`src/hw/rtl/checksummed_frame_receiver_macros.svh`:
```
// Assertion macros used by the frame receiver RTL.
// Each assertion is sampled on clk's rising edge; CFR_ASSERT is off while rst_n is low.
`ifndef CHECKSUMMED_FRAME_RECEIVER_MACROS_SVH
`define CHECKSUMMED_FRAME_RECEIVER_MACROS_SVH

`ifndef SYNTHESIS
`define CFR_ASSERT(lbl, prop, msg) \
  lbl: assert property (@(posedge clk) disable iff (!rst_n) prop) else $error(msg);
`define CFR_ASSERT_ALWAYS(lbl, prop, msg) \
  lbl: assert property (@(posedge clk) prop) else $error(msg);
`else
`define CFR_ASSERT(lbl, prop, msg)
`define CFR_ASSERT_ALWAYS(lbl, prop, msg)
`endif

`endif

```
`src/hw/rtl/cfr_pkg.sv`:
```
`timescale 1ns / 1ps
package cfr_pkg;

  localparam int BYTE_W     = 8;
  localparam int CHAN_W     = 16;
  localparam int HEAD_DEPTH = 4;
  localparam int HEAD_IDX_W = $clog2(HEAD_DEPTH);

  typedef logic [BYTE_W-1:0] byte_t;

  localparam byte_t HDR_BYTE        = 8'hA5;
  localparam byte_t TRL_BYTE        = 8'h5A;
  localparam byte_t ZERO_BYTE       = 8'h00;
  localparam byte_t PAYLOAD_LEN_RST = 8'd4;

  // One decoded frame: two little-endian signed samples.
  typedef struct packed {
    logic signed [CHAN_W-1:0] channel_a;
    logic signed [CHAN_W-1:0] channel_b;
  } cfr_result_t;

endpackage

```
`src/hw/rtl/cfr_in_if.sv`:
```
`timescale 1ns / 1ps
interface cfr_in_if
  import cfr_pkg::*;
();
  logic  valid;
  logic  ready;
  byte_t rx_byte;

  modport source (output valid, output rx_byte, input ready);
  modport sink   (input valid, input rx_byte, output ready);
endinterface

```
`src/hw/rtl/cfr_out_if.sv`:
```
`timescale 1ns / 1ps
interface cfr_out_if
  import cfr_pkg::*;
();
  logic                     valid;
  logic                     ready;
  logic signed [CHAN_W-1:0] channel_a;
  logic signed [CHAN_W-1:0] channel_b;

  modport source (output valid, output channel_a, output channel_b, input ready);
  modport sink   (input valid, input channel_a, input channel_b, output ready);
endinterface

```
`src/hw/rtl/cfr_in_stage.sv`:
```
`timescale 1ns / 1ps
module cfr_in_stage
  import cfr_pkg::*;
(
  input  logic     clk,
  input  logic     rst_n,
  cfr_in_if.sink   in_ch,
  input  logic     take_i,
  output logic     vld_o,
  output byte_t    byte_o
);

  logic  vld_r, vld_nxt;
  byte_t byte_r;

  // The register refills in the same cycle that its byte is consumed.
  assign in_ch.ready = !vld_r || take_i;

  always_comb begin
    vld_nxt = vld_r;
    if (in_ch.ready) begin
      vld_nxt = in_ch.valid;
    end
  end

  always_ff @(posedge clk) begin
    if (!rst_n) begin
      vld_r <= 1'b0;
    end else begin
      vld_r <= vld_nxt;
    end
  end

  always_ff @(posedge clk) begin
    if (in_ch.valid && in_ch.ready) begin
      byte_r <= in_ch.rx_byte;
    end
  end

  assign vld_o  = vld_r;
  assign byte_o = byte_r;

endmodule

```
`src/hw/rtl/cfr_parser.sv`:
```
`timescale 1ns / 1ps
`include "checksummed_frame_receiver_macros.svh"
module cfr_parser
  import cfr_pkg::*;
(
  input  logic        clk,
  input  logic        rst_n,
  input  byte_t       payload_len_i,
  input  logic        step_i,
  input  byte_t       byte_i,
  output logic        emit_o,
  output cfr_result_t res_o
);

  typedef enum logic [1:0] {
    PH_HUNT,
    PH_PAYLOAD,
    PH_CHECK,
    PH_TRAIL
  } phase_t;

  phase_t phase_r, phase_nxt;
  byte_t  cnt_r, cnt_nxt;
  byte_t  sum_r, sum_nxt;
  byte_t  head_r [HEAD_DEPTH];
  logic   head_we;
  logic   emit;

  always_comb begin
    phase_nxt = phase_r;
    cnt_nxt   = cnt_r;
    sum_nxt   = sum_r;
    head_we   = 1'b0;
    emit      = 1'b0;
    case (phase_r)
      PH_HUNT: begin
        if (byte_i == HDR_BYTE) begin
          cnt_nxt   = ZERO_BYTE;
          sum_nxt   = ZERO_BYTE;
          phase_nxt = PH_PAYLOAD;
        end
      end
      PH_PAYLOAD: begin
        head_we = (cnt_r < BYTE_W'(HEAD_DEPTH));
        sum_nxt = sum_r + byte_i;
        cnt_nxt = cnt_r + 8'd1;
        // A length of zero wraps the counter and means 256 bytes.
        if (cnt_nxt == payload_len_i) begin
          phase_nxt = PH_CHECK;
        end
      end
      PH_CHECK: begin
        // The failing byte is dropped, not checked as a new header.
        phase_nxt = (byte_i == sum_r) ? PH_TRAIL : PH_HUNT;
      end
      PH_TRAIL: begin
        emit      = (byte_i == TRL_BYTE);
        phase_nxt = PH_HUNT;
      end
      default: begin
        phase_nxt = PH_HUNT;
      end
    endcase
  end

  always_ff @(posedge clk) begin
    if (!rst_n) begin
      phase_r <= PH_HUNT;
      cnt_r   <= ZERO_BYTE;
      sum_r   <= ZERO_BYTE;
    end else if (step_i) begin
      phase_r <= phase_nxt;
      cnt_r   <= cnt_nxt;
      sum_r   <= sum_nxt;
    end
  end

  always_ff @(posedge clk) begin
    if (step_i && head_we) begin
      head_r[cnt_r[HEAD_IDX_W-1:0]] <= byte_i;
    end
  end

  assign emit_o          = step_i && emit;
  assign res_o.channel_a = {head_r[1], head_r[0]};
  assign res_o.channel_b = {head_r[3], head_r[2]};

  `CFR_ASSERT(a_emit_in_trail, emit_o |-> (phase_r == PH_TRAIL), "frame emitted outside trailer")
  `CFR_ASSERT(a_hold_no_step, !step_i |=> $stable(phase_r) && $stable(sum_r), "parser moved without a byte")
  `CFR_ASSERT(a_sum_update, step_i && (phase_r == PH_PAYLOAD) |=> sum_r == $past(sum_r + byte_i), "running sum wrong")

endmodule

```
`src/hw/rtl/cfr_out_stage.sv`:
```
`timescale 1ns / 1ps
module cfr_out_stage
  import cfr_pkg::*;
(
  input  logic        clk,
  input  logic        rst_n,
  cfr_out_if.source   out_ch,
  input  logic        ld_i,
  input  cfr_result_t res_i,
  output logic        can_take_o
);

  logic        vld_r, vld_nxt;
  cfr_result_t res_r;

  assign can_take_o = !vld_r || out_ch.ready;

  always_comb begin
    vld_nxt = vld_r;
    if (can_take_o) begin
      vld_nxt = ld_i;
    end
  end

  always_ff @(posedge clk) begin
    if (!rst_n) begin
      vld_r <= 1'b0;
    end else begin
      vld_r <= vld_nxt;
    end
  end

  always_ff @(posedge clk) begin
    if (ld_i && can_take_o) begin
      res_r <= res_i;
    end
  end

  assign out_ch.valid     = vld_r;
  assign out_ch.channel_a = res_r.channel_a;
  assign out_ch.channel_b = res_r.channel_b;

endmodule

```
`src/hw/rtl/checksummed_frame_receiver.sv`:
```
`timescale 1ns / 1ps
// Path: a frame's result passes the input and result registers before reaching out_ch.
// Throughput: one byte per cycle unless stalled; the input register refills on drain.
// Stalls: a full result register with out_ch.ready low holds the parser and input.
// Reset: rst_n is synchronous, active low; it clears the parser to header hunting,
// empties both registers and sets payload_len to 4. Stored payload bytes are not reset.
module checksummed_frame_receiver
  import cfr_pkg::*;
(
  input  logic       clk,
  input  logic       rst_n,
  input  logic       cfg_we,
  input  byte_t      cfg_wdata,
  cfr_in_if.sink     in_ch,
  cfr_out_if.source  out_ch
);

  // The payload length register. The user must write it only while no transaction
  // is in flight (not enforced by the block), so the parser may read it directly.
  byte_t       payload_len_r;

  logic        byte_vld;
  byte_t       byte_q;
  logic        can_take;
  logic        step;
  logic        emit;
  cfr_result_t res;

  always_ff @(posedge clk) begin
    if (!rst_n) begin
      payload_len_r <= PAYLOAD_LEN_RST;
    end else if (cfg_we) begin
      payload_len_r <= cfg_wdata;
    end
  end

  // Every received byte lands in the input register first.
  cfr_in_stage u_in (
    .clk    (clk),
    .rst_n  (rst_n),
    .in_ch  (in_ch),
    .take_i (step),
    .vld_o  (byte_vld),
    .byte_o (byte_q)
  );

  // The parser advances on a byte only when a possible result has room to
  // go, so no frame result can be lost while the consumer stalls.
  assign step = byte_vld && can_take;

  cfr_parser u_parser (
    .clk           (clk),
    .rst_n         (rst_n),
    .payload_len_i (payload_len_r),
    .step_i        (step),
    .byte_i        (byte_q),
    .emit_o        (emit),
    .res_o         (res)
  );

  // The result register lets new bytes flow while the consumer takes the
  // previous result.
  cfr_out_stage u_out (
    .clk        (clk),
    .rst_n      (rst_n),
    .out_ch     (out_ch),
    .ld_i       (emit),
    .res_i      (res),
    .can_take_o (can_take)
  );

endmodule

```
`src/flat_wrapper.sv`:
```
// flat-port wrapper written by rule: the top's interface ports become plain ports
module checksummed_frame_receiver_flat import cfr_pkg::*;
  (clk, rst_n, cfg_we, cfg_wdata, in_ch_valid, in_ch_rx_byte, in_ch_ready, out_ch_valid, out_ch_channel_a, out_ch_channel_b, out_ch_ready);
  cfr_in_if in_ch_i ();
  cfr_out_if out_ch_i ();
  input  logic clk;
  input  logic rst_n;
  input  logic cfg_we;
  input  byte_t cfg_wdata;
  input wire logic [$bits(in_ch_i.valid)-1:0] in_ch_valid;
  input wire logic [$bits(in_ch_i.rx_byte)-1:0] in_ch_rx_byte;
  output wire logic [$bits(in_ch_i.ready)-1:0] in_ch_ready;
  output wire logic [$bits(out_ch_i.valid)-1:0] out_ch_valid;
  output wire logic [$bits(out_ch_i.channel_a)-1:0] out_ch_channel_a;
  output wire logic [$bits(out_ch_i.channel_b)-1:0] out_ch_channel_b;
  input wire logic [$bits(out_ch_i.ready)-1:0] out_ch_ready;
  assign in_ch_i.valid = in_ch_valid;
  assign in_ch_i.rx_byte = in_ch_rx_byte;
  assign in_ch_ready = in_ch_i.ready;
  assign out_ch_valid = out_ch_i.valid;
  assign out_ch_channel_a = out_ch_i.channel_a;
  assign out_ch_channel_b = out_ch_i.channel_b;
  assign out_ch_i.ready = out_ch_ready;
  checksummed_frame_receiver u_core (.clk(clk), .rst_n(rst_n), .cfg_we(cfg_we), .cfg_wdata(cfg_wdata), .in_ch(in_ch_i), .out_ch(out_ch_i));
endmodule
```
`config.mk`:
```
export PLATFORM = sky130hd
export DESIGN_NAME = checksummed_frame_receiver_flat
export DESIGN_NICKNAME = d
export VERILOG_FILES = /design/src/hw/rtl/cfr_pkg.sv /design/src/hw/rtl/cfr_in_if.sv /design/src/hw/rtl/cfr_out_if.sv /design/src/hw/rtl/cfr_in_stage.sv /design/src/hw/rtl/cfr_parser.sv /design/src/hw/rtl/cfr_out_stage.sv /design/src/hw/rtl/checksummed_frame_receiver.sv /design/src/flat_wrapper.sv
export VERILOG_INCLUDE_DIRS = /design/src /design/src/hw/rtl
export SDC_FILE = /design/constraint.sdc
export NUM_CORES = 1
export LEC_CHECK = 0
export BUFFER_PORTS_ARGS = -buffer_cell sky130_fd_sc_hd__buf_2
export CAP_MARGIN = 20
export CORE_AREA = 5 5 131 133
export CTS_BUF_LIST = sky130_fd_sc_hd__clkbuf_8
export CTS_CLUSTER_SIZE = 16
export DETAILED_ROUTE_END_ITERATION = 12
export DIE_AREA = 0 0 136 138
export GPL_TIMING_DRIVEN = 0
export PLACE_DENSITY_LB_ADDON = 0.25
export SYNTH_ARGS = -nofsm -noshare
export SYNTH_HDL_FRONTEND = slang
export SYNTH_SLANG_ARGS = --single-unit
```
`constraint.sdc`:
```
create_clock -name clk -period 8.8 [get_ports clk]
set_input_delay 0.44 -clock clk [delete_from_list [all_inputs] [get_ports clk]]
set_output_delay 0.44 -clock clk [all_outputs]
set_load 0.01 [all_outputs]
```
==> run_results.csv <==
group,metric,value,unit
die,die_h,138,um
logic_synthesis,yosys_warnings,0,
place,gp_congestion,0.753,
pwr,leakage,1.75,nW
clock_tree,cts_tree,"yes",
outcome,status,"completed",
timing,maxSlewViolCount,0,
clock_tree,htree_levels,3,
layout,fill_cells,1586,
timing,fin_worst_skew,0.0105,ns
die,initial_core_util,25.7,%
worst_setup_path,crit_start,"u_core.u_parser.phase_r[0]",
timing,fin_crit,2.52,ns
global_routing,grt_pass1_vias,2410,
timing,tns,0,ns
worst_setup_path,slowest_delay,0.48,ns
drt,drtIter0Drc,125,
global_routing,antenna_found_initial,0,
layout,drive_above_1_share,22.4,%
pwr,irDropWorstVdd,0.0879,mV
drt,drt-total-wl,8.37,mm
place,placed_area,4620,um2
die,row_count,46,
clock_tree,ctsRootBufferMaster,"clkbuf_8",
place,io_buffers,53,
global_routing,grt_pass1_wl,13.1,mm
worst_setup_path,rr_startpoint,"u_core.u_parser.phase_r[0]",
die,io_pins,55,
die,die_w,136,um
drt,vias_per_cell,4.28,
timing,finalSetupViolCount,0,
timing,fin_crit_sh,28.6,%
global_routing,track_usage,9.02,%
logic_synthesis,synth_nets,323,
layout,nNetsFinal,390,
worst_setup_path,slowest_stage,"and2_1",
logic_synthesis,syn_inst,290,
worst_setup_path,end_kind,"register",
place,place_ws,6.27,ns
place,hpwlAfterDp,6.09,mm
clock_tree,cts.path.max_buffers,2,
worst_setup_path,critPathCapture,"u_core.u_parser.head_r[3][4]",
worst_setup_path,critPathMaxFanout,8,
clock_tree,numClockSinks,100,
logic_synthesis,synthArstFlopShare,0,%
worst_setup_path,reg2reg_slack,6.28,ns
worst_setup_path,path_cells,"nand2b_1 > or3b_1 > buf_2 > nor4_2 > and2_1",
logic_synthesis,ys_seq_elements,100,
logic_synthesis,synth_edf_count,72,
clock_tree,cts-resized-gates,0,
timing,tightestPinTransition,0.635,ns
clock_tree,postCtsSetupRepairBufs,0,
timing,fmax,397,MHz
logic_synthesis,synth_area,4040,um2
clock_tree,path_clk_slew,0.09,ns
drt,first_pass_iters,5,
drt,avgRoutedWirePerCell,14.5,um
die,coreArea,15700,um2
worst_setup_path,arrival,2.52,ns
worst_setup_path,r2r_end,"u_core.u_parser.head_r[3][4]",
worst_setup_path,path_class,"register to register",
clock_tree,cts_hold_buf,0,
worst_setup_path,crit_required,8.81,ns
timing,hold_viol_final,0,
global_routing,grt_max_degree,16,
drt,drc,0,
logic_synthesis,seq_area_frac_synth,67.4,%
timing,timing.final.ws_setup,6.28,ns
pwr,power_density,182,nW/um2
die,die-area,18800,um2
worst_hold_path,hold_class,"input port to register",
logic_synthesis,ys_types,51,
global_routing,grt_overflow,0,
layout,design_area,4850,um2
timing,relSlewSlack,57.6,%
logic_synthesis,synthFlopType,"edfxtp_1",
worst_setup_path,cp-start-kind,"register",
clock_tree,clk_latency,0.36,ns
layout,antenna_cells,0,
flow_run,cap_violations,0,
worst_setup_path,reg2regPathDepth,5,
clock_tree,cts_made_buffers,9,
layout,syn2layout_area_growth,19.9,%
logic_synthesis,avgSynthCellArea,13.9,um2
timing,rsz0062_at_grt,"no",
drt,ant_nets,0,
drt,vias,2468,
## routing by layer
metal,track usage (%),vias to the layer above,share of wire [%]
met1,11.5,1189,46
met2,14.4,62,47
li1,-,1213,-
met4,3.50,0,0.99
met5,0,-,0
met3,2.61,4,5.6
## metrics by stage
| stage | cells | power [mW] | hold slack [ns] | util (%) |
|---|---|---|---|---|
| after floorplan | 290 | 0.543 | 0.400 | - |
| after global placement | 559 | 0.557 | 0.401 | 29.1 |
| after detailed placement | 562 | 0.558 | 0.405 | 29.4 |
| after CTS | 577 | 0.895 | 0.219 | 30.8 |
| after global routing | 577 | 0.914 | 0.226 | 30.8 |
| final | 577 | 0.881 | 0.253 | 30.8 |
## worst min path at each step
stage	slack, ns	depth (start not counted)	endpoint	start
after floorplan	0.40	0	out_ch_channel_a[0]	u_core.u_parser.head_r[0][0]
after global placement	0.40	0	out_ch_channel_a[10]	u_core.u_parser.head_r[1][2]
after detailed placement	0.41	0	out_ch_channel_b[8]	u_core.u_parser.head_r[3][0]
after CTS	0.22	1	u_core.u_in.byte_o[7]	in_ch_rx_byte[7]
after global routing	0.23	1	u_core.u_in.byte_o[7]	in_ch_rx_byte[7]
final	0.25	1	u_core.u_in.byte_o[7]	in_ch_rx_byte[7]
## cells by family (layout without fill, tap and decap cells)
family	count (synthesis)	after routing	synth area share [%]
AOI/OAI and AO/OA	48	48	8.02
xor gates and xnor gates	14	14	3.03
muxes	8	8	1.98
and+or+nand+nor	91	91	13.7
buffers and inverters	17	88	2.04
adders and majority gates	12	12	3.90
DFF	100	100	67.4
## layout make-up
cell class | instances | area (um2) | area share [%]
buffer | 13 | 67.6 | 1.39
clock buffer | 9 | 124 | 2.56
clock inverter | 6 | 106 | 2.19
inverter | 4 | 15.0 | 0.310
multi-input combinational | 173 | 1240 | 25.6
sequential | 100 | 2720 | 56.2
tap | 216 | 270 | 5.58
timing repair buffer | 56 | 299 | 6.17
## power breakdown
group          internal, mW  total (mW)  switching (mW)
Clock                 0.186       0.335           0.149
Sequential            0.508       0.518         0.00997
Combinational        0.0143      0.0282          0.0138
## registers in the layout, summed over array words and instances, names as in the netlist
register,flops
u_core.u_parser.phase_r,2
u_core.u_parser.cnt_r,8
u_core.u_parser.sum_r,8
u_core.u_parser.head_r,32
out_ch_channel_b,16
u_core.u_in.vld_o,1
u_core.payload_len_r,8
u_core.u_in.byte_o,8
u_core.u_out.out_ch.valid,1
out_ch_channel_a,16
## worst max-delay path, delay by kind of cell, from the launching register on
family        cells  cell delay, ns
simple gates      4            1.52
buf+inv           1            0.18
flops             1            0.45
## synth_stat cells, types with 2 or more instances
master / n / area share (%)
nor2_1: 8 / 0.74
o21ai_0: 10 / 1.2
nand4_1: 2 / 0.31
o211a_1: 2 / 0.50
nor2b_1: 21 / 3.3
a31oi_1: 3 / 0.46
nand4b_1: 2 / 0.43
nand2_1: 13 / 1.2
o221a_2: 2 / 0.56
a22oi_1: 6 / 1.1
edfxtp_1: 72 / 53
a21boi_1: 2 / 0.37
nor3_1: 3 / 0.37
and3_1: 3 / 0.46
or3_1: 2 / 0.31
ha_1: 11 / 3.4
a21o_1: 3 / 0.56
and2_1: 9 / 1.4
xor2_1: 4 / 0.87
inv_1: 4 / 0.37
mux2i_1: 8 / 2.0
nand2b_1: 3 / 0.46
a311oi_1: 2 / 0.43
or4_1: 2 / 0.37
o21ai_1: 3 / 0.37
nor4_1: 4 / 0.62
nor4bb_1: 2 / 0.50
nand3_1: 7 / 0.87
nand3b_1: 2 / 0.37
xnor2_1: 10 / 2.2
a21oi_1: 8 / 0.99
buf_6: 2 / 0.56
clkbuf_1: 8 / 0.74
dfxtp_1: 28 / 14
buf_2: 3 / 0.37
## cells in the final DEF (no fill, tap or decap), types with 3 or more instances in the layout
cell type | Yosys | routed
edfxtp_1 | 72 | 72
buf_2 | 3 | 56
dfxtp_1 | 28 | 28
nor2b_1 | 21 | 21
nand2_1 | 13 | 13
ha_1 | 11 | 11
xnor2_1 | 10 | 10
o21ai_0 | 10 | 10
and2_1 | 9 | 9
clkbuf_8 | 0 | 9
clkbuf_1 | 8 | 8
a21oi_1 | 8 | 8
nor2_1 | 8 | 8
mux2i_1 | 8 | 8
nand3_1 | 7 | 7
inv_1 | 4 | 6
a22oi_1 | 6 | 6
buf_6 | 2 | 5
nor4_1 | 4 | 4
xor2_1 | 4 | 4
nand2b_1 | 3 | 3
and3_1 | 3 | 3
a31oi_1 | 3 | 3
o21ai_1 | 3 | 3
a21o_1 | 3 | 3
bufinv_16 | 0 | 3
No activity file was read; power rests on OpenSTA's default activity.
